### src/design/sign_sketch_attention_score_defines.svh
// Assertion macros shared by the sign sketch score block.
`ifndef SIGN_SKETCH_ATTENTION_SCORE_DEFINES_SVH
`define SIGN_SKETCH_ATTENTION_SCORE_DEFINES_SVH

// Clocked check, quiet while reset is asserted.
`define SSAS_ASSERT_CLK(label, prop, msg) \
	label: assert property (@(posedge clk) disable iff (!arst_n) prop) else $error(msg);

// Clocked check that also holds while reset is asserted.
`define SSAS_ASSERT_RST(label, prop, msg) \
	label: assert property (@(posedge clk) prop) else $error(msg);

`endif

### src/design/ssas_pkg.sv
package ssas_pkg;

	// Default sizes of the query store and of one key chunk
	localparam int QUERY_LEN_DEF  = 256;
	localparam int CHUNK_BITS_DEF = 64;

	// Field widths
	localparam int QIDX_W  = 8;
	localparam int QVAL_W  = 16;
	localparam int SIGN_W  = 64;
	localparam int CIDX_W  = 2;
	localparam int NORM_W  = 16;
	localparam int SCALE_W = 16;
	localparam int SCORE_W = 32;

	// Input tdata layout, lowest field first
	localparam int F_QIDX_LO  = 0;
	localparam int F_QVAL_LO  = F_QIDX_LO + QIDX_W;
	localparam int F_SIGN_LO  = F_QVAL_LO + QVAL_W;
	localparam int F_CIDX_LO  = F_SIGN_LO + SIGN_W;
	localparam int F_NORM_LO  = F_CIDX_LO + CIDX_W;
	localparam int IN_USED_W  = F_NORM_LO + NORM_W;
	localparam int IN_TDATA_W = ((IN_USED_W + 7) / 8) * 8;

	// Output tdata: score, then the saturation flag
	localparam int OUT_USED_W  = SCORE_W + 1;
	localparam int OUT_TDATA_W = ((OUT_USED_W + 7) / 8) * 8;

	// One signed lane term is a query element or its negation
	localparam int TERM_W    = QVAL_W + 1;
	localparam int GRP_LANES = 8;

	// bf16 norm decoding
	localparam int EXP_W     = 8;
	localparam int FRAC_W    = 7;
	localparam int MAN_W     = FRAC_W + 1;
	localparam int SH_W      = $clog2(SCORE_W);
	localparam logic [EXP_W-1:0] EXP_ALL_ONES = 8'hFF;
	// Exponent at which the product needs no shift to reach Q19.12
	localparam logic [EXP_W-1:0] EXP_UNITY    = 8'd150;
	localparam logic [EXP_W-1:0] EXP_RSH_BASE = 8'd149;

	// Score limits
	localparam logic [SCORE_W-1:0] SCORE_POS_LIM = 32'h7FFF_FFFF;
	localparam logic [SCORE_W-1:0] SCORE_NEG_LIM = 32'h8000_0000;

	// Scale register reset: sqrt(pi/2)/256 in Q0.16
	localparam logic [SCALE_W-1:0] SCALE_RST = 16'd321;

	typedef enum logic {
		OP_LOAD = 1'b0,
		OP_KEY  = 1'b1
	} op_t;

	// Request into the score pipeline
	typedef struct packed {
		logic              valid;
		logic [NORM_W-1:0] norm;
	} sc_req_t;

endpackage

### src/design/ssas_merge.sv
module ssas_merge import ssas_pkg::*; #(
	parameter int CHUNK_BITS = CHUNK_BITS_DEF,
	parameter int SUM_W      = TERM_W + $clog2(CHUNK_BITS_DEF) + 1
) (
	input  logic                     clk,
	input  logic                     en,
	input  logic signed [TERM_W-1:0] terms [CHUNK_BITS],
	output logic signed [SUM_W-1:0]  sum_s3
);

	localparam int NUM_GRP = (CHUNK_BITS + GRP_LANES - 1) / GRP_LANES;
	localparam int GS_W    = TERM_W + $clog2(GRP_LANES);

	logic signed [GS_W-1:0]  grp_sum [NUM_GRP];
	logic signed [GS_W-1:0]  grp_s2  [NUM_GRP];
	logic signed [SUM_W-1:0] total;

	// Sum each group of eight lanes
	always_comb begin
		for (int g = 0; g < NUM_GRP; g++) begin
			grp_sum[g] = '0;
			for (int k = 0; k < GRP_LANES; k++) begin
				if (g * GRP_LANES + k < CHUNK_BITS) begin
					grp_sum[g] = grp_sum[g] + GS_W'(terms[g * GRP_LANES + k]);
				end
			end
		end
	end

	// Combine the registered group sums
	always_comb begin
		total = '0;
		for (int g = 0; g < NUM_GRP; g++) begin
			total = total + SUM_W'(grp_s2[g]);
		end
	end

	always_ff @(posedge clk) begin
		if (en) begin
			grp_s2 <= grp_sum;
			sum_s3 <= total;
		end
	end

endmodule

### config.mk
export PLATFORM = sky130hd
export DESIGN_NAME = ssas_merge
export DESIGN_NICKNAME = d
export VERILOG_FILES = /design/src/design/sign_sketch_attention_score_defines.svh /design/src/design/ssas_pkg.sv /design/src/design/ssas_merge.sv
export SDC_FILE = /design/constraint.sdc
export NUM_CORES = 2
export LEC_CHECK = 0
export BUFFER_PORTS_ARGS = -buffer_cell sky130_fd_sc_hd__clkbuf_2
export CAP_MARGIN = 40
export CELL_PAD_IN_SITES_DETAIL_PLACEMENT = 1
export CELL_PAD_IN_SITES_GLOBAL_PLACEMENT = 2
export CORE_AREA = 4 4 432 434
export DETAILED_ROUTE_END_ITERATION = 10
export DIE_AREA = 0 0 436 438
export PLACE_DENSITY_LB_ADDON = 0.1
export SLEW_MARGIN = 20
export SYNTH_ARGS = -nofsm -noshare
export SYNTH_HDL_FRONTEND = slang
export SYNTH_SLANG_ARGS = --single-unit
### constraint.sdc
create_clock -name clk -period 7.1 [get_ports clk]
set_input_delay 0.355 -clock clk [delete_from_list [all_inputs] [get_ports clk]]
set_output_delay 0.355 -clock clk [all_outputs]
set_load 0.01 [all_outputs]
* Yosys cells after proc, flatten, opt, wreduce, memory -nomap -nowiden
Index checks and enable logic that the tools add are counted.
** Operators by class
- $add $sub $neg :: 63
- $mul :: 0
- Div/mod/pow operators :: 0
- Magnitude comparators :: 0
- Equality and inequality tests :: 0
- Shift-type cells :: 0
- Muxes and demuxes :: 0
- Bitwise gates (word level) :: 0
- Reductions and logical operators :: 0
** Operators by type and width (number)
- $add 20x17->20 :: 32
- $add 19x17->20 :: 8
- $add 18x17->19 :: 8
- $add 17x17->18 :: 8
- $add 24x20->24 :: 3
- $add 23x20->24 :: 1
- $add 22x20->23 :: 1
- $add 21x20->22 :: 1
- $add 20x20->21 :: 1
** Storage, ports and cells
- Bits in registers :: 184
- Latch bits :: 0
- Memory bits (writable) :: 0
- Bits in read-only memories :: 0
- Input bits :: 1090
- Memories :: 0

* Longest topological paths before layout
- Depth after elaboration :: 7
- Mapped depth :: 18
- Gate-level depth less buffers :: 18

* Worst setup path before layout
Ideal clock, no wire load.
- Path type :: input to register
- From :: in terms[325] (netlist bit)
- To :: reg grp_s2[56] (netlist bit) (data pin)
- Library setup time :: 0.259 ns
- Data arrival time :: 4.321 ns
- Data required time :: 6.841 ns
- Slack :: 2.521 ns
- Stages :: 18
- Buffers on the path :: 0
- Path through :: inv_1 -> fa_1 -> inv_1 -> fa_1 -> fa_1 -> inv_1 -> fa_1 -> inv_1 -> ha_1 -> inv_1 -> fa_1 -> nor2b_1 -> o31a_1 -> o21ai_1 -> a211o_1 -> a31oi_1 -> nor4b_1 -> a211o_1
** RTL lines
- from (decl) :: line ssas_merge.sv:7 : input logic signed [TERM_W-1:0] terms [CHUNK_BITS],
- to (signal assigned) :: line ssas_merge.sv:40 : grp_s2 <= grp_sum;
- to (decl) :: line ssas_merge.sv:15 : logic signed [GS_W-1:0] grp_s2 [NUM_GRP];

* Final worst setup path
- From :: reg grp_s2[63] (netlist bit)
- To :: reg sum_s3[21] (data pin)
** Between the ends
- Word-level cells in the longest chain between the ends :: 4
** Ends and longest elaborated chain
- $add 23x20->24 :: line ssas_merge.sv:34 : total = total + SUM_W'(grp_s2[g]);
- $add 24x20->24 (3 in series) :: line ssas_merge.sv:34
- net total[21] :: line ssas_merge.sv:16 : logic signed [SUM_W-1:0] total;
- to (signal assigned) :: line ssas_merge.sv:41 : sum_s3 <= total;
- to (decl) :: line ssas_merge.sv:8 : output logic signed [SUM_W-1:0] sum_s3
The timed path passes the listed nets, and every way through them passes these cells.
A chain may end at the register's enable or synchronous reset.

==> impl_results.md <==
- H-tree Lvls: 4
- Num CTS Buffers: 17
- Total Die Area: 0.191 sq mm
- Setup Skew: 0.0193 ns
- FF-to-FF setup slack: 1.75 ns
- Pin count of the biggest net entering global routing: 88
- Final Max Slew Viols: 0
- Fin cells: 7316
- FMAX: 187 MHz
- Layout cells sized above 1: 0.238
- Global-route wire length before repair: 225000 um
- Area Growth Syn to Fin: 23.9%
- Reg2reg end: sum_s3[21]
- Ys Warns: 0
- Status: complete, no violations
- Overall Global Routing Usage: 0.164
- Crit end category: flop
- Worst-Margin Slew: 0.880 ns
- Tcrit/Tclk final: 0.753
- Via density: 3.79
- Clock latency on the worst-skew pair: 0.52 ns
- Mapped Cells: 3778
- HP Start: terms[799]
- Final setup TNS: 0 ns
- GPL Wtd Cong: 0.850
- Port bufs: 1113
- DRC violations left: 0
- Die Ht: 438 um
- Crit path DAT: 5.65 ns
- Worst Hold Class: primary input to flop
- RSZ-0062 raised after global routing: false
- Total core area: 0.183 sq mm
- Max Cap Viol: 0
- Hold Fails Final Rpt: 0
- CP startpoint: grp_s2[63]
- Critical path type: flop to flop
- Clock tree buffer depth: 2
- Initial DRC count: 802
- Crit path launch type: flop
- Crit Path Max Fanout: 3
- First-pass DRT Iterations: 4
- Gates resized, CTS repair: 0
- FFs w/ async S/R, synth: 0
- DP Worst Slack: 1.53 ns
- Vias in the first global route: 32900
- Relative slew slack: 0.406
- Mean Syn Cell Area: 10.2 sq um
- WL/cell: 21.2 um
- CP Capture Point: sum_s3[21]
- Layout Utilization: 0.261
- Post-synthesis cell area: 0.0385 sq mm
- Post-CTS Setup Inserts: 0
- Main synth FF type: edfxtp_1
- Count of final setup violators: 0
- Detailed Route WL: 155000 um
- Routed via count: 27700
- Worst-path clk slew: 0.08 ns
- Hpwl dp: 149000 um
- FP Rows: 157
- Post-route minimum period: 5.35 ns
- Clk root buf: clkbuf_16
- Cells after DPL: 7266
- Seq/Total Area, Yosys: 0.143
- CTS Sinks: 184
- NumNets Final: 7139
- Synth Net Count: 6016
- R2R Path Start: grp_s2[63]
- Die X: 436 um
- Yosys cell types: 75
- Initial antenna violation count: 37
- Synth Register Bits: 184
- Worst Path Required: 7.40 ns
- Post-route ant nets: 0
- Final worst slack: 1.75 ns
- CTS Hold Buffers Added: 0
- Post-synth EDFFs: 184
- Reg2Reg Depth: 16
- Overflow after GRT: 0
- CTS tree: built
- Ports: 1114
- Initial core utilization: 0.211
-- registers in the layout, summed over array words and instances (netlist names) --
name,cells
grp_s2,160
sum_s3,24
-- cells by family after synthesis --
logic type	count (synthesis)	share of synthesized area
muxes	3	0.000780
DFF	184	0.143
and+or+nand+nor	289	0.0374
xor gates and xnor gates	145	0.0330
buffers and inverters	1630	0.159
adders and majority gates	1148	0.561
AOI/OAI and AO/OA	379	0.0655
-- synth_stat cells (3+ instances only) --
cell,instances,area (sq um)
nand3_1,29,145
o31a_1,5,43.8
nor2_1,87,327
a21boi_1,3,22.5
and3_1,11,68.8
nor2b_1,21,131
nand2b_1,9,56.3
or3_1,13,81.3
mux2i_1,3,30.0
o31ai_1,4,30.0
o21bai_1,11,82.6
or2_2,3,18.8
o21ai_0,51,255
o41ai_1,3,26.3
fa_1,964,19300
xnor2_1,120,1050
a31oi_1,17,106
xor2_1,25,219
a2111o_1,3,33.8
nor3_1,23,115
a311oi_1,6,52.6
o21ai_1,13,65.1
nor4b_1,3,26.3
nor4_1,5,31.3
o2111ai_1,4,35.0
a211o_1,8,70.1
a21oi_1,116,581
o21a_1,19,143
a211oi_1,9,67.6
ha_1,184,2300
nand3b_1,6,45.0
o22ai_1,9,56.3
o311ai_1,7,61.3
nand4_1,11,68.8
nand2_1,51,191
edfxtp_1,184,5530
o211ai_1,15,113
clkbuf_1,13,48.8
and2_1,7,43.8
a31o_1,5,43.8
a21o_1,41,308
inv_1,1614,6060
-- placed cells by master (no fill, tap or decap), types with 13 or more instances in the layout --
master,Yosys,final
ha_1,184,184
o21a_1,19,19
edfxtp_1,184,184
clkbuf_16,0,17
nor2b_1,21,21
fa_1,964,964
a31oi_1,17,17
o211ai_1,15,15
nand3_1,29,29
nor2_1,87,87
nor3_1,23,23
o21ai_1,13,13
a21o_1,41,41
xor2_1,25,25
or3_1,13,13
o21ai_0,51,51
clkbuf_2,0,1112
a21oi_1,116,116
xnor2_1,120,120
nand2_1,51,51
diode_2,0,17
inv_1,1614,1614
-- worst min-delay path by stage --
stage | to | slack, ns | cells after the start
after floorplan | grp_s2[0] | 0.47 | 0
after global placement | sum_s3[0] | 0.66 | 2
after detailed placement | sum_s3[0] | 0.65 | 2
after CTS | grp_s2[80] | 0.19 | 3
after global routing | grp_s2[0] | 0.22 | 3
final | grp_s2[100] | 0.25 | 3
-- cell type report --
cell class	instances	area, sq um
multi-input combinational	1964	26900
clock buffer	17	425
fill	21300	135000
timing repair buffer	1120	5650
clock inverter	15	156
tap	2385	2980
sequential	184	5530
antenna	17	42.5
inverter	1614	6060
-- metrics by stage --
stage	hold slack, ns	area (sq um)
global route	0.217	47700
CTS	0.190	47600
global placement	0.661	47000
floorplan	0.467	38500
finish	0.251	47700
detailed placement	0.655	47000
-- layer usage --
| metal | vias up | global-route usage | wire (um) |
|---|---|---|---|
| li1 | 13100 | - | - |
| met1 | 14100 | 0.204 | 64600 |
| met2 | 477 | 0.299 | 82800 |
| met3 | 83 | 0.0250 | 5360 |
| met4 | 14 | 0.0330 | 2470 |
| met5 | - | 0 | 100 |
-- critical path, stage by stage, from the launching register on --
cell	delay (ns)
edfxtp_1	0.33
inv_1	0.07
fa_1	0.54
inv_1	0.10
fa_1	0.50
fa_1	0.49
inv_1	0.05
fa_1	0.53
inv_1	0.05
ha_1	0.29
a211oi_1	0.30
o21bai_1	0.17
a31oi_1	0.48
o211ai_1	0.41
o22ai_1	0.40
o21ai_1	0.11
xnor2_1	0.31
Power is not shown: default switching activity piles up to over one toggle a cycle in this logic, so the estimate is an artifact.
