### config.mk
export PLATFORM = sky130hd
export DESIGN_NAME = ssas_lane
export DESIGN_NICKNAME = d
export VERILOG_FILES = /design/src/design/sign_sketch_attention_score_defines.svh /design/src/design/ssas_pkg.sv /design/src/design/ssas_ram.sv /design/src/design/ssas_lane.sv
export SDC_FILE = /design/constraint.sdc
export NUM_CORES = 1
export LEC_CHECK = 0
export BUFFER_PORTS_ARGS = -buffer_cell sky130_fd_sc_hd__buf_4
export CAP_MARGIN = 20
export CORE_MARGIN = 1
export CORE_UTILIZATION = 35
export DETAILED_ROUTE_END_ITERATION = 8
export HOLD_SLACK_MARGIN = 0.08
export PLACE_DENSITY = 0.58
export SYNTH_ARGS = -nofsm -noshare
export SYNTH_HDL_FRONTEND = slang
export SYNTH_SLANG_ARGS = --single-unit
### constraint.sdc
create_clock -name clk -period 3.8 [get_ports clk]
set_input_delay 0.38 -clock clk [delete_from_list [all_inputs] [get_ports clk]]
set_output_delay 0.38 -clock clk [all_outputs]
set_load 0.1 [all_outputs]
### src/design/sign_sketch_attention_score_defines.svh
// Assertion macros shared by the sign sketch score block.
`ifndef SIGN_SKETCH_ATTENTION_SCORE_DEFINES_SVH
`define SIGN_SKETCH_ATTENTION_SCORE_DEFINES_SVH

// Clocked check, quiet while reset is asserted.
`define SSAS_ASSERT_CLK(label, prop, msg) \
	label: assert property (@(posedge clk) disable iff (!arst_n) prop) else $error(msg);

// Clocked check that also holds while reset is asserted.
`define SSAS_ASSERT_RST(label, prop, msg) \
	label: assert property (@(posedge clk) prop) else $error(msg);

`endif

### src/design/ssas_pkg.sv
package ssas_pkg;

	// Default sizes of the query store and of one key chunk
	localparam int QUERY_LEN_DEF  = 256;
	localparam int CHUNK_BITS_DEF = 64;

	// Field widths
	localparam int QIDX_W  = 8;
	localparam int QVAL_W  = 16;
	localparam int SIGN_W  = 64;
	localparam int CIDX_W  = 2;
	localparam int NORM_W  = 16;
	localparam int SCALE_W = 16;
	localparam int SCORE_W = 32;

	// Input tdata layout, lowest field first
	localparam int F_QIDX_LO  = 0;
	localparam int F_QVAL_LO  = F_QIDX_LO + QIDX_W;
	localparam int F_SIGN_LO  = F_QVAL_LO + QVAL_W;
	localparam int F_CIDX_LO  = F_SIGN_LO + SIGN_W;
	localparam int F_NORM_LO  = F_CIDX_LO + CIDX_W;
	localparam int IN_USED_W  = F_NORM_LO + NORM_W;
	localparam int IN_TDATA_W = ((IN_USED_W + 7) / 8) * 8;

	// Output tdata: score, then the saturation flag
	localparam int OUT_USED_W  = SCORE_W + 1;
	localparam int OUT_TDATA_W = ((OUT_USED_W + 7) / 8) * 8;

	// One signed lane term is a query element or its negation
	localparam int TERM_W    = QVAL_W + 1;
	localparam int GRP_LANES = 8;

	// bf16 norm decoding
	localparam int EXP_W     = 8;
	localparam int FRAC_W    = 7;
	localparam int MAN_W     = FRAC_W + 1;
	localparam int SH_W      = $clog2(SCORE_W);
	localparam logic [EXP_W-1:0] EXP_ALL_ONES = 8'hFF;
	// Exponent at which the product needs no shift to reach Q19.12
	localparam logic [EXP_W-1:0] EXP_UNITY    = 8'd150;
	localparam logic [EXP_W-1:0] EXP_RSH_BASE = 8'd149;

	// Score limits
	localparam logic [SCORE_W-1:0] SCORE_POS_LIM = 32'h7FFF_FFFF;
	localparam logic [SCORE_W-1:0] SCORE_NEG_LIM = 32'h8000_0000;

	// Scale register reset: sqrt(pi/2)/256 in Q0.16
	localparam logic [SCALE_W-1:0] SCALE_RST = 16'd321;

	typedef enum logic {
		OP_LOAD = 1'b0,
		OP_KEY  = 1'b1
	} op_t;

	// Request into the score pipeline
	typedef struct packed {
		logic              valid;
		logic [NORM_W-1:0] norm;
	} sc_req_t;

endpackage

### src/design/ssas_ram.sv
module ssas_ram #(
	parameter int DATA_W = 16,
	parameter int DEPTH  = 4,
	localparam int ADDR_W = (DEPTH > 1) ? $clog2(DEPTH) : 1
) (
	input  logic              clk,
	input  logic              we,
	input  logic [ADDR_W-1:0] waddr,
	input  logic [DATA_W-1:0] wdata,
	input  logic              re,
	input  logic [ADDR_W-1:0] raddr,
	output logic [DATA_W-1:0] rdata
);

	logic [DATA_W-1:0] mem_q [DEPTH];
	logic [DATA_W-1:0] rdata_q;

	// Write port and registered read port
	always_ff @(posedge clk) begin
		if (we) begin
			mem_q[waddr] <= wdata;
		end
		if (re) begin
			rdata_q <= mem_q[raddr];
		end
	end

	assign rdata = rdata_q;

endmodule

### src/design/ssas_lane.sv
module ssas_lane import ssas_pkg::*; #(
	parameter int LANE       = 0,
	parameter int CHUNK_BITS = CHUNK_BITS_DEF,
	parameter int QUERY_LEN  = QUERY_LEN_DEF
) (
	input  logic                     clk,
	input  logic                     load_we,
	input  logic [QIDX_W-1:0]        load_idx,
	input  logic [QVAL_W-1:0]        load_val,
	input  logic                     rd_en,
	input  logic [CIDX_W-1:0]        rd_row,
	input  logic [CIDX_W-1:0]        row_s1,
	input  logic                     sign_s1,
	output logic signed [TERM_W-1:0] term
);

	localparam int NUM_ROWS = 2 ** CIDX_W;

	logic [NUM_ROWS-1:0]      row_ok;
	logic [NUM_ROWS-1:0]      row_hit;
	logic [CIDX_W-1:0]        waddr;
	logic [QVAL_W-1:0]        q_s1;
	logic signed [TERM_W-1:0] q_ext;

	// Row r of this lane holds element r*CHUNK_BITS+LANE
	for (genvar r = 0; r < NUM_ROWS; r++) begin : g_row
		localparam int ELEM = r * CHUNK_BITS + LANE;
		assign row_ok[r]  = (ELEM < QUERY_LEN);
		assign row_hit[r] = row_ok[r] && (int'(load_idx) == ELEM);
	end

	// Encode the matching row into a write address
	always_comb begin
		waddr = '0;
		for (int r = 0; r < NUM_ROWS; r++) begin
			if (row_hit[r]) begin
				waddr = CIDX_W'(r);
			end
		end
	end

	ssas_ram #(
		.DATA_W(QVAL_W),
		.DEPTH (NUM_ROWS)
	) u_ram (
		.clk  (clk),
		.we   (load_we && (|row_hit)),
		.waddr(waddr),
		.wdata(load_val),
		.re   (rd_en),
		.raddr(rd_row),
		.rdata(q_s1)
	);

	// Add on a set sign bit, subtract on a clear one, drop elements past the store
	always_comb begin
		q_ext = TERM_W'(signed'(q_s1));
		if (!row_ok[row_s1]) begin
			term = '0;
		end else if (sign_s1) begin
			term = q_ext;
		end else begin
			term = -q_ext;
		end
	end

endmodule

; After elaboration in Yosys (flattened, before gate mapping)
; Memory sizes are Yosys's and may differ from the RTL's. A register that Yosys moved wholly into a read port is not among the register bits.
; Cells that the tools add are included.
[totals]
n_memories = 1
register_bits = 0
output_inout_bits = 17
input_bits = 32
latch_bits = 0
mem_bits_ro = 0
mem_bits_rw = 64
word_cells = 18
[classes]
muxes = 9
reduce_logical = 3
n_lt_le_gt_ge = 1
n_div = 0
n_addsub = 1
bitwise_logic = 0
mul = 0
n_shift = 0
n_eq_ne = 3
[memory_table]
columns = memory, depth, width, read_ports, rd_ports_with_merged_regs, write_ports, line_no
row1 = u_ram.mem_q, 4, 16, 1, 1, 1, ssas_ram.sv:15  ; logic [DATA_W-1:0] mem_q [DEPTH];
[op_table]
columns = cell, count
row1 = two-way mux 17 bit, 2
row2 = negation 16 -> 17 bit, 1
row3 = equality test 8 bit (second input constant), 2
row4 = equality test 8 x 7 -> 1 bit (second input constant), 1
row5 = zero test 8 bit, 1
row6 = two-way mux 1 bit, 4
row7 = two-way mux 2 bit, 2
row8 = OR reduction 4 bit, 1
row9 = less-than comparator 2 x 3 -> 1 bit (second input constant), 1
row10 = binary-select mux 1 bit (select 2 bit), 1
row11 = logical AND 1 bit, 1

; Longest topological paths before layout
[depth]
word_depth = 5
mapped_depth = 5
ltp_nobuf = 5

; Modules after synthesis
; From an unflattened synthesis, not the netlist that was laid out.
[unflattened]
hier_cells = 162
area_unflattened_um2 = 3248.1
[modules_own_cells]
columns = module, area_per_inst_um2, cells_per_inst, instances
row1 = ssas_ram, 2857.7, 104, 1
row2 = ssas_lane, 390.4, 58, 1

; Least setup slack after synthesis
; OpenSTA, ideal clock, no wires.
[synth_timing]
path_type = reg2out
startpoint = reg u_ram.rdata_q[0], in the netlist u_ram.rdata[0] (read register of u_ram.mem_q)
endpoint = out term[12]
stages_incl_launch_ff = 6
required_time_ps = 3420
arrival_time_ps = 2701
setup_slack_ps = 719
path_cell_list = edfxtp_1 -> inv_1 -> ha_1 -> nor3b_2 -> a31oi_1 -> xnor2_1
[synth_between]
elab_chain_cells = 3
[synth_rtl]
columns = item, line_no
row1 = start: declaration, ssas_ram.sv:16  ; logic [DATA_W-1:0] rdata_q;
row2 = negation 16 -> 17 bit, ssas_lane.sv:63  ; term = -q_ext;
row3 = two-way mux 17 bit, ssas_lane.sv:60  ; end else if (sign_s1) begin
row4 = two-way mux 17 bit, ssas_lane.sv:58  ; if (!row_ok[row_s1]) begin
row5 = end: declaration, ssas_lane.sv:14  ; output logic signed [TERM_W-1:0] term
; Every way passes these cells.

; Worst setup path in the final report
[layout_timing]
startpoint = reg u_ram.rdata_q[0], in the netlist u_ram.rdata[0] (read register of u_ram.mem_q)
endpoint = out term[14]
; The elaborated chain is that of the path after synthesis.

==> metrics.txt <==
status=complete, but fails checks; failing checks=design-rule violations; initial antenna violation count=0; starting density of the core=36.56%; clock skew=between 0.009 and 0.01 ns; Ports=49; Setup Buffers After CTS=0; Detailed Route Iter0 Violations=140; max-slew violation count=0; final setup TNS=0 ns; Pleak=1.323 nW; synthesized flop and latch total=80; VDD IR max=0.1956 mV; Core Footprint=0.008806 mm²; post-cts resize count=0; Tot GR Track Use=12.01%; WS Path Type=register to output pin; DP Area=0.003694 mm²; final wirelength=approximately 5.2 mm; max_cap viols=0; RD Place Congestion=0.6479; Worst Tran Pin Value=0.8138 ns; most frequent cells in the layout=edfxtp_1, buf_4, mux4_2, xor2_1, clkbuf_8; drt wl/cell=16.18 µm; Min Clock Period, post-route=2.567 ns; first-pass GRT wire length=8.487 mm; Yosys cell types=25; final setup violation count=0; DRT Pass-1 Iters=6; Max Fclk=roughly 0.4 GHz; share of layout cells above drive strength 1=39.35%; Synth-to-Final Area Change=20.91%; CTS root buf=clkbuf_8; Num CTS Buffers=9; Sink Count=80; Pwr Total=around 1.9 mW; Vias=1,580; # diodes=0; hold-fix buffer count after cts=0; CTS clk-pin slew, worst paths=0.08 ns; RSZ-0062 raised after global routing=no; Die Y=97.91 µm; Mapped Cells=about 160; Synth Warn #=0; Die Footprint=approximately 0.0096 mm²; Hold Vio Cnt, Final=0; dpl hpwl=about 3.4 mm; CTS tree=yes; Die Wd=97.91 µm; Setup WS post-layout=1.233 ns; pin count of the biggest net entering global routing=18; Via density=4.877; most common cell after layout, fill and taps aside=edfxtp_1; CP max FO=7; syn nets=192; dpl ws=1.577 ns; Final period util=roughly two thirds; H-tree levels=3; Clock Path Buffers=2; clk_lat worst skew=around 0.34 ns; vias in the first global route=1,641; PortBufs=46; Core Rows=34; Req. time, crit path=3.42 ns; HP Class=input pin to register; CP startpoint kind=register; post-route ant nets=0; mean post-synth cell area=20.25 µm²; PD cells=just under 500 mW/mm²; Slew HR=45.74%; Synth Cell Area=0.003219 mm²; CP Capture Type=output pin; nets@finish=245; Seq/Total Area, Yosys=74.62%; Final Cell Area=0.003892 mm²; drc violations=4; Congestion Overflow GR=0; crit path DAT=2.19 ns
critical path: stages, from the launching register on:
cell and delay, ns:
edfxtp_1 0.47, inv_1 0.10, ha_1 0.16, nor3b_2 0.41, a41oi_1 0.19, xor2_1 0.20
buf_4 0.32
routing by layer:
layer | global-route usage (%) | vias to the layer above | wire length, µm
met2 | 19.66 | 36 | 2551
met5 | 0 | - | 0
li1 | - | 750 | -
met3 | 2.505 | 14 | 194
met4 | 8.042 | 0 | 159
met1 | 14.36 | 780 | 2336
worst paths after layout:
kind                           from           endpoint  slack [ns]  depth (start not counted)
hold reg to reg   u_ram.mem_q[1][2]     u_ram.rdata[2]        0.63                          1
setup reg to reg  u_ram.mem_q[3][8]     u_ram.rdata[8]        2.66                          1
setup / recovery     u_ram.rdata[0]           term[14]        1.23                          6
hold / removal          load_val[6]  u_ram.mem_q[2][6]        0.24                          1
cell type report:
class / instances / area, µm²
clock inverters: 6 / 75.07
inverters: 5 / 18.77
clock buffers: 9 / 123.9
multi-input cells: 67 / 769.5
fillers: 767 / 4913
well taps: 108 / 135.1
flip-flops and latches: 80 / 2402
repair buffers: 49 / 367.9
Yosys cell counts, drive strengths merged:
library cell  number  share of area, %
nor2               6              0.70
mux4              16                11
clkbuf             2              0.23
o21ai              1              0.16
nor4b              1              0.27
mux2               1              0.35
inv                5              0.58
xnor2              3              0.82
and4               1              0.27
edfxtp            80                75
nor3               6              0.93
nor4               3               1.7
a41oi              3              0.82
a41o               1              0.35
nor3b              3              0.85
ha                 1              0.39
xor2              11               3.0
a21oi              4              0.62
nand2              2              0.23
buf                5               1.1
a31oi              4              0.78
state kept, by name (all words and copies together) (netlist names):
| signal | flops |
|---|---|
| u_ram.rdata | 16 |
| u_ram.mem_q | 64 |
kinds of logic (layout without fill, tap and decap cells):
kind of cell,Yosys count,count (layout),synth area share [%]
buffers and inverters,12,69,1.943
adders and majority gates,1,1,0.3886
muxes,17,17,11.54
and+or+nand+nor,22,22,4.975
AOI/OAI and AO/OA,13,13,2.720
DFF,80,80,74.62
xor gates and xnor gates,14,14,3.809
through the flow:
stage / cells / utilization, % / hold slack (ns)
2_1_floorplan: 159 / - / 0.4789
3_3_place_gp: 309 / 41.94 / 0.5837
3_5_place_dp: 309 / 41.94 / 0.5875
4_1_cts: 324 / 44.20 / 0.2281
5_1_grt: 324 / 44.20 / 0.2285
6_report: 324 / 44.20 / 0.2403
power breakdown:
| part | switching (mW) | total (mW) | internal [mW] |
|---|---|---|---|
| registers | 0.0121 | 0.995 | 0.983 |
| logic | 0.188 | 0.260 | 0.0719 |
| clock network | 0.271 | 0.628 | 0.357 |
Note: power is estimated with default switching activity, not from simulation.
