--- src/design/sign_sketch_attention_score_defines.svh ---
// Assertion macros shared by the sign sketch score block.
`ifndef SIGN_SKETCH_ATTENTION_SCORE_DEFINES_SVH
`define SIGN_SKETCH_ATTENTION_SCORE_DEFINES_SVH

// Clocked check, quiet while reset is asserted.
`define SSAS_ASSERT_CLK(label, prop, msg) \
	label: assert property (@(posedge clk) disable iff (!arst_n) prop) else $error(msg);

// Clocked check that also holds while reset is asserted.
`define SSAS_ASSERT_RST(label, prop, msg) \
	label: assert property (@(posedge clk) prop) else $error(msg);

`endif

--- src/design/ssas_pkg.sv ---
package ssas_pkg;

	// Default sizes of the query store and of one key chunk
	localparam int QUERY_LEN_DEF  = 256;
	localparam int CHUNK_BITS_DEF = 64;

	// Field widths
	localparam int QIDX_W  = 8;
	localparam int QVAL_W  = 16;
	localparam int SIGN_W  = 64;
	localparam int CIDX_W  = 2;
	localparam int NORM_W  = 16;
	localparam int SCALE_W = 16;
	localparam int SCORE_W = 32;

	// Input tdata layout, lowest field first
	localparam int F_QIDX_LO  = 0;
	localparam int F_QVAL_LO  = F_QIDX_LO + QIDX_W;
	localparam int F_SIGN_LO  = F_QVAL_LO + QVAL_W;
	localparam int F_CIDX_LO  = F_SIGN_LO + SIGN_W;
	localparam int F_NORM_LO  = F_CIDX_LO + CIDX_W;
	localparam int IN_USED_W  = F_NORM_LO + NORM_W;
	localparam int IN_TDATA_W = ((IN_USED_W + 7) / 8) * 8;

	// Output tdata: score, then the saturation flag
	localparam int OUT_USED_W  = SCORE_W + 1;
	localparam int OUT_TDATA_W = ((OUT_USED_W + 7) / 8) * 8;

	// One signed lane term is a query element or its negation
	localparam int TERM_W    = QVAL_W + 1;
	localparam int GRP_LANES = 8;

	// bf16 norm decoding
	localparam int EXP_W     = 8;
	localparam int FRAC_W    = 7;
	localparam int MAN_W     = FRAC_W + 1;
	localparam int SH_W      = $clog2(SCORE_W);
	localparam logic [EXP_W-1:0] EXP_ALL_ONES = 8'hFF;
	// Exponent at which the product needs no shift to reach Q19.12
	localparam logic [EXP_W-1:0] EXP_UNITY    = 8'd150;
	localparam logic [EXP_W-1:0] EXP_RSH_BASE = 8'd149;

	// Score limits
	localparam logic [SCORE_W-1:0] SCORE_POS_LIM = 32'h7FFF_FFFF;
	localparam logic [SCORE_W-1:0] SCORE_NEG_LIM = 32'h8000_0000;

	// Scale register reset: sqrt(pi/2)/256 in Q0.16
	localparam logic [SCALE_W-1:0] SCALE_RST = 16'd321;

	typedef enum logic {
		OP_LOAD = 1'b0,
		OP_KEY  = 1'b1
	} op_t;

	// Request into the score pipeline
	typedef struct packed {
		logic              valid;
		logic [NORM_W-1:0] norm;
	} sc_req_t;

endpackage

--- src/design/ssas_score.sv ---
module ssas_score import ssas_pkg::*; #(
	parameter int ACC_W = QVAL_W + $clog2(QUERY_LEN_DEF) + 1
) (
	input  logic                    clk,
	input  logic                    arst_n,
	input  logic                    en,
	input  sc_req_t                 req,
	input  logic signed [ACC_W-1:0] dot_s4,
	input  logic [SCALE_W-1:0]      scale,
	output logic                    res_valid,
	output logic [SCORE_W-1:0]      res_score,
	output logic                    res_sat
);

	localparam int P1_W   = ACC_W + MAN_W;
	localparam int P2_W   = P1_W + SCALE_W;
	localparam int WIDE_W = P2_W + SCORE_W;

	// Decode of the incoming dot and norm
	logic             dneg;
	logic [ACC_W-1:0] dmag;
	logic [EXP_W-1:0] ex;
	logic [EXP_W-1:0] exp_eff;
	logic [MAN_W-1:0] man;
	logic             special;
	logic             sp_zero;
	logic             neg;

	// Stage registers
	logic             v_s5, v_s6, v_s7;
	logic [P1_W-1:0]  prod1_s5;
	logic [P2_W-1:0]  prod2_s6;
	logic [P2_W-1:0]  pre_s7;
	logic [EXP_W-1:0] exp_s5, exp_s6;
	logic             neg_s5, neg_s6, neg_s7;
	logic             special_s5, special_s6, special_s7;
	logic             spz_s5, spz_s6, spz_s7;

	// Shift and rounding signals
	logic [EXP_W-1:0]   sh;
	logic [WIDE_W-1:0]  wide;
	logic               ovf;
	logic [SCORE_W-1:0] val;
	logic [P2_W-1:0]    pre;
	logic [P2_W:0]      rnd;
	logic [P2_W-1:0]    rmag;
	logic [SCORE_W-1:0] lim;

	// Split the dot into sign and magnitude, unpack the bf16 norm
	always_comb begin
		dneg    = dot_s4[ACC_W-1];
		dmag    = dneg ? $unsigned(-dot_s4) : $unsigned(dot_s4);
		ex      = req.norm[NORM_W-2 -: EXP_W];
		man     = (ex == '0) ? {1'b0, req.norm[FRAC_W-1:0]} : {1'b1, req.norm[FRAC_W-1:0]};
		exp_eff = (ex == '0) ? EXP_W'(1) : ex;
		special = (ex == EXP_ALL_ONES);
		sp_zero = (req.norm[FRAC_W-1:0] != '0) || (dmag == '0);
		neg     = dneg ^ req.norm[NORM_W-1];
	end

	// Shift the product to Q19.12: left at or above the unity exponent, else right keeping the round bit
	always_comb begin
		sh   = exp_s6 - EXP_UNITY;
		wide = WIDE_W'(prod2_s6) << sh[SH_W-1:0];
		ovf  = 1'b0;
		val  = '0;
		if (exp_s6 >= EXP_UNITY) begin
			if (sh >= EXP_W'(SCORE_W)) begin
				ovf = |prod2_s6;
			end else begin
				ovf = |wide[WIDE_W-1:SCORE_W];
				val = wide[SCORE_W-1:0];
			end
			pre = P2_W'({ovf, val, 1'b0});
		end else begin
			pre = prod2_s6 >> (EXP_RSH_BASE - exp_s6);
		end
	end

	// Round half away from zero on the magnitude, then saturate and sign
	always_comb begin
		rnd  = (P2_W + 1)'(pre_s7) + (P2_W + 1)'(1);
		rmag = rnd[P2_W:1];
		lim  = neg_s7 ? SCORE_NEG_LIM : SCORE_POS_LIM;
		if (special_s7) begin
			res_sat   = 1'b1;
			res_score = spz_s7 ? '0 : lim;
		end else if (rmag > P2_W'(lim)) begin
			res_sat   = 1'b1;
			res_score = lim;
		end else begin
			res_sat   = 1'b0;
			res_score = neg_s7 ? -rmag[SCORE_W-1:0] : rmag[SCORE_W-1:0];
		end
	end

	assign res_valid = v_s7;

	// Advance valid bits
	always_ff @(posedge clk or negedge arst_n) begin
		if (!arst_n) begin
			v_s5 <= 1'b0;
			v_s6 <= 1'b0;
			v_s7 <= 1'b0;
		end else if (en) begin
			v_s5 <= req.valid;
			v_s6 <= v_s5;
			v_s7 <= v_s6;
		end
	end

	// Multiply by the mantissa, then by the scale, then shift
	always_ff @(posedge clk) begin
		if (en) begin
			prod1_s5   <= P1_W'(dmag) * P1_W'(man);
			exp_s5     <= exp_eff;
			neg_s5     <= neg;
			special_s5 <= special;
			spz_s5     <= sp_zero;

			prod2_s6   <= P2_W'(prod1_s5) * P2_W'(scale);
			exp_s6     <= exp_s5;
			neg_s6     <= neg_s5;
			special_s6 <= special_s5;
			spz_s6     <= spz_s5;

			pre_s7     <= pre;
			neg_s7     <= neg_s6;
			special_s7 <= special_s6;
			spz_s7     <= spz_s6;
		end
	end

endmodule

--- config.mk ---
export PLATFORM = sky130hd
export DESIGN_NAME = ssas_score
export DESIGN_NICKNAME = d
export VERILOG_FILES = /design/src/design/sign_sketch_attention_score_defines.svh /design/src/design/ssas_pkg.sv /design/src/design/ssas_score.sv
export SDC_FILE = /design/constraint.sdc
export NUM_CORES = 2
export LEC_CHECK = 0
export BUFFER_PORTS_ARGS = -buffer_cell sky130_fd_sc_hd__buf_2
export CAP_MARGIN = 20
export CORE_AREA = 3 3 270 272
export DETAILED_ROUTE_END_ITERATION = 10
export DIE_AREA = 0 0 273 275
export GPL_TIMING_DRIVEN = 0
export HOLD_SLACK_MARGIN = 0.15
export PLACE_DENSITY = 0.66
export SLEW_MARGIN = 10
export SYNTH_ARGS = -nofsm -noshare
export SYNTH_HDL_FRONTEND = slang
export SYNTH_SLANG_ARGS = --single-unit
--- constraint.sdc ---
create_clock -name clk -period 12.4 [get_ports clk]
set_input_delay 0.62 -clock clk [delete_from_list [all_inputs] [get_ports clk]]
set_output_delay 0.62 -clock clk [all_outputs]
set_load 0.02 [all_outputs]
**Word-level counts from Yosys, hierarchy flattened**

Cells that the tools add are included.

- Logic and storage cells: 50
- Register bits: 159
- Output and inout bits: 34
- Input bits: 61

- Equality and inequality tests: 1
- Reductions and logical operators: 6
- Add/sub/neg operators: 5
- Bitwise operators: 1
- $mul: 2
- Magnitude comparators: 3
- Shift-type cells: 2
- Mux-type cells: 12

Operators by type and width:

| kind | number |
|---|---|
| $mux W32 | 6 |
| $reduce_or A49 Y1 | 2 |
| $shl A49 B5 Y81 | 1 |
| $add A49 B1 Y50 const B | 1 |
| $gt A49 B32 Y1 | 1 |
| $mul A33 B16 Y49 | 1 |
| $shr A49 B8 Y49 | 1 |
| $mux W34 | 1 |
| $mul A25 B8 Y33 | 1 |
| $neg A32 Y32 | 1 |
| $logic_not A25 Y1 | 1 |
| $mux W25 | 1 |
| $neg A25 Y25 | 1 |
| $eq A8 B8 Y1 const B | 1 |
| $ge A8 B6 Y1 const B | 1 |
| $ge A8 B8 Y1 const B | 1 |
| $logic_not A8 Y1 | 1 |
| $mux W8 | 1 |
| $sub A8 B8 Y8 const A | 1 |
| $sub A8 B8 Y8 const B | 1 |
| $reduce_bool A7 Y1 | 1 |
| $mux W1 | 3 |
| $logic_or A1 B1 Y1 | 1 |
| $xor A1 B1 Y1 | 1 |

**Logic depth before layout (Yosys ltp)**

- Depth in word-level cells: 5
- Gate-level depth with buffers: 25
- Depth with buffers taken out: 25

**Worst setup path after synthesis**

OpenSTA, ideal clock, no wires.

- Kind: input to register
- From: in dot_s4[6]
- To: reg prod1_s5[23] (data pin)
- Data required time: 12141 ps
- Buffers on the path: 0
- Arrival time: 6352 ps
- Slack: 5789 ps
- Stages: 21
- Cells stage by stage: or4_1 -> or4_1 -> o21ai_0 -> xor2_1 -> nor2b_1 -> fa_1 -> fa_1 -> fa_1 -> inv_1 -> fa_1 -> inv_1 -> ha_1 -> and2_1 -> nand4_1 -> a211oi_1 -> a211oi_1 -> o211ai_1 -> nand3_1 -> or2_2 -> nor2b_1 -> xnor2_1

- Cells in the longest elaborated chain, start to end: 3

Ends and longest elaborated chain:

| what | RTL line | text |
|---|---|---|
| start, declared | ssas_score.sv:8 | `input logic signed [ACC_W-1:0] dot_s4,` |
| $neg A25 Y25 | ssas_score.sv:52 | `dmag = dneg ? $unsigned(-dot_s4) : $unsigned(dot_s4);` |
| $mux W25 (*) | ssas_score.sv:52 |  |
| $mul A25 B8 Y33 (*) | ssas_score.sv:115 | `prod1_s5 <= P1_W'(dmag) * P1_W'(man);` |
| end signal, assigned | ssas_score.sv:115 |  |
| end, declared | ssas_score.sv:31 | `logic [P1_W-1:0] prod1_s5;` |

Mark *: on every way between the ends. The rest lies on a longest branch, timed or not.
A chain may end at the register's enable or synchronous reset.

**Worst setup path in the final report**

- From: reg prod1_s5[9]
- To: reg prod2_s6[47] (data pin)

- Cells in the longest elaborated chain, start to end: 1

Ends and longest elaborated chain:

| what | RTL line | text |
|---|---|---|
| $mul A33 B16 Y49 | ssas_score.sv:121 | `prod2_s6 <= P2_W'(prod1_s5) * P2_W'(scale);` |
| end signal, assigned | ssas_score.sv:121 |  |
| end, declared | ssas_score.sv:32 | `logic [P2_W-1:0] prod2_s6;` |

Every way passes these cells.

==> flow_metrics.py <==
metrics = {
    "global_routing": {
        "grt_pass1_wl_um": 172000,
        "grt-ovfl-total": 0,
        "grt_max_degree": 115,
        "antenna_found_initial": 7,
        "grt_pass1_vias": 29300,
        "grt_use_total": 0.302,
    },
    "final_layout": {
        "synthToLayoutAreaGrowth_pct": 6.62,
        "final_common_cell": "inv_1",
        "final_cell_mix": "inv_1, fa_1, nand2_1",
        "fillers": 6787,
        "final_nets": 4967,
        "drive_gt1_frac": 0.0539,
    },
    "die": {
        "start_util": 0.498,
        "pin_count": 95,
        "coreArea_um2": 71000,
        "die_area_um2": 75100,
        "fp-row-count": 98,
        "die_h_um": 275,
        "die_w_um": 273,
    },
    "detailed_routing": {
        "first_iter_violations": 2404,
        "wirelength_um": 112000,
        "num_vias": 29300,
        "drtPass1Iterations": 5,
        "drt-vias-per-instance": 5.76,
        "antenna_left": 0,
        "post_drt_wl_per_cell_um": 22.0,
        "drc": 0,
    },
    "clock_tree": {
        "cts_made_buffers": 17,
        "cts.sinks": 159,
        "clock_latency_ps": 470,
        "cts-resized-gates": 0,
        "clk_path_buf_depth": 2,
        "htree_levels": 4,
        "cts_root_buffer": "clkbuf_16",
        "clkTransAtPathRegs_ps": 60,
        "postCtsSetupBuffers": 0,
        "cts_tree": "done",
    },
    "logic_synthesis": {
        "synth_area_um2": 35400,
        "ys_warn_count": 0,
        "synthArstFlopShare": 0.0189,
        "syn_inst": 4006,
        "synth_largest_area_cell": "fa_1",
        "synth_area_per_cell_um2": 8.83,
        "synth_area_leaders": "fa_1, edfxtp_1, ha_1",
        "synth_seq_cells": 159,
        "yosysSeqAreaShare": 0.135,
        "synth_fp_nets": 4848,
        "synthFlopType": "edfxtp_1",
        "synth_top_cell_area_share": 0.323,
        "synth-edff-count": 156,
        "synth.distinct_cells": 75,
    },
    "setup_path": {
        "startpoint": "prod1_s5[9]",
        "critical_path_class": "flip-flop to flip-flop",
        "crit_path_max_fanout": 10,
        "arrival_ps": 8250,
        "reg2regPathDepth": 19,
        "rrSetupSlack_ps": 4460,
        "cp.required_ps": 12710,
        "reg2reg_from": "prod1_s5[9]",
        "end_kind": "flip-flop",
        "timing.rr.end": "prod2_s6[47]",
        "critical_path.endpoint": "prod2_s6[47]",
        "worst_setup_path_start_kind": "flip-flop",
    },
    "placement": {
        "dp_hpwl_um": 92000,
        "port_buffers": 94,
        "place.gp.congestion": 1.00,
    },
    "sta": {
        "finalCritPeriodShare": 0.641,
        "whs_ps": 382,
        "fmax_ghz": 0.126,
        "slew_headroom": 0.241,
        "skew_ps": 14.4,
        "period_minus_slack_ps": 7940,
        "setup_tns_ps": 0,
        "grt_setup_unrepaired": "no",
        "hold_viol_final": 0,
        "worst_slew_pin_slew_ps": 1110,
        "setup_viol": 0,
        "maxSlewViolCount": 0,
    },
    "worst_hold_path": {
        "min_path_type": "primary input to flip-flop",
    },
    "run": {
        "drv_cap": 0,
    },
    "run_status": {
        "outcome": "completed",
    },
}
## registers in the layout (all words and copies together), names as in the netlist
register / flops
special_s7: 1
prod2_s6: 49
spz_s7: 1
neg_s7: 1
neg_s6: 1
prod1_s5: 33
special_s6: 1
neg_s5: 1
pre_s7: 49
special_s5: 1
res_valid: 1
spz_s5: 1
exp_s5: 8
v_s6: 1
spz_s6: 1
exp_s6: 8
v_s5: 1
## synthesized netlist by cell type (all sizes together) (42+ instances only)
cell,count
xnor2,84
nor2,224
clkbuf,171
nor2b,92
nor3,42
nand3,67
a21o,45
mux2i,63
edfxtp,156
and2,286
fa,570
nand2,527
ha,211
a21oi,122
o21ai,123
inv,662
xor2,57
nand4,48
## routing by layer
metal,vias up,wire [um],GRT usage,part of all wire
met5,-,28,0,0.00025
met4,4,5120,0.123,0.046
met3,240,8050,0.0507,0.072
met2,1199,53200,0.499,0.48
met1,14700,45500,0.398,0.41
li1,13200,-,-,-
## area by class of cell
type | instances | area [um^2] | share of cell area
Tap cell | 950 | 1190 | 0.0315
Clock buffer | 17 | 425 | 0.0113
Timing Repair Buffer | 100 | 561 | 0.0149
Buffer | 196 | 747 | 0.0198
Clock inverter | 14 | 158 | 0.00418
Multi-Input combinational cell | 2989 | 27400 | 0.726
Inverter | 662 | 2480 | 0.0659
Sequential cell | 159 | 4760 | 0.126
Antenna cell | 3 | 7.51 | 0.000199
## worst min-delay path by stage
stage / start / cells after the start / slack (ps) / endpoint
3_3_place_gp: special_s5 / 0 / 400 / special_s6
3_5_place_dp: exp_s5[2] / 0 / 400 / exp_s6[2]
2_1_floorplan: arst_n / 0 / 320 / res_valid
5_1_grt: req[16] / 2 / 360 / v_s5
6_report: req[16] / 2 / 380 / v_s5
4_1_cts: req[16] / 2 / 350 / v_s5
## critical path: stages, from the launching register on
cell	delay [ps]
edfxtp_1	640
clkbuf_1	750
nand2_1	180
fa_1	570
inv_1	50
fa_1	490
fa_1	580
fa_1	430
fa_1	460
fa_1	600
ha_1	260
clkbuf_1	190
a221o_1	390
or3_1	370
o211ai_1	300
a32oi_1	300
a21oi_1	420
nand2_1	230
a2111o_1	410
nand3_1	140
## logic make-up after synthesis
kind of cell	after synthesis	share of synthesized area
XOR/XNOR	141	0.0349
multiplexers	132	0.0529
AO/OA/AOI/OAI	482	0.0853
buffers and inverters	858	0.0914
AND/OR/NAND/NOR	1453	0.204
flip-flops	159	0.135
adder cells (fa/ha/maj)	781	0.397
## through the flow
stage | instance area (um^2) | cells | setup slack [ps] | utilization
2_1_floorplan | 35400 | 4006 | 5790 | -
3_3_place_gp | 37000 | 5050 | 4430 | 0.522
3_5_place_dp | 37100 | 5053 | 4440 | 0.522
4_1_cts | 37700 | 5085 | 4680 | 0.531
5_1_grt | 37700 | 5089 | 4340 | 0.531
6_report | 37700 | 5090 | 4460 | 0.531
## what timing repair did
item	in CTS	in global routing
endpoints found under the hold margin	3	0
setup endpoints to repair	0	0
hold buffers	1	0
Power is left out: the tool's default activity adds up to more than one toggle a clock period on the data nets, which glitch-free logic cannot reach.
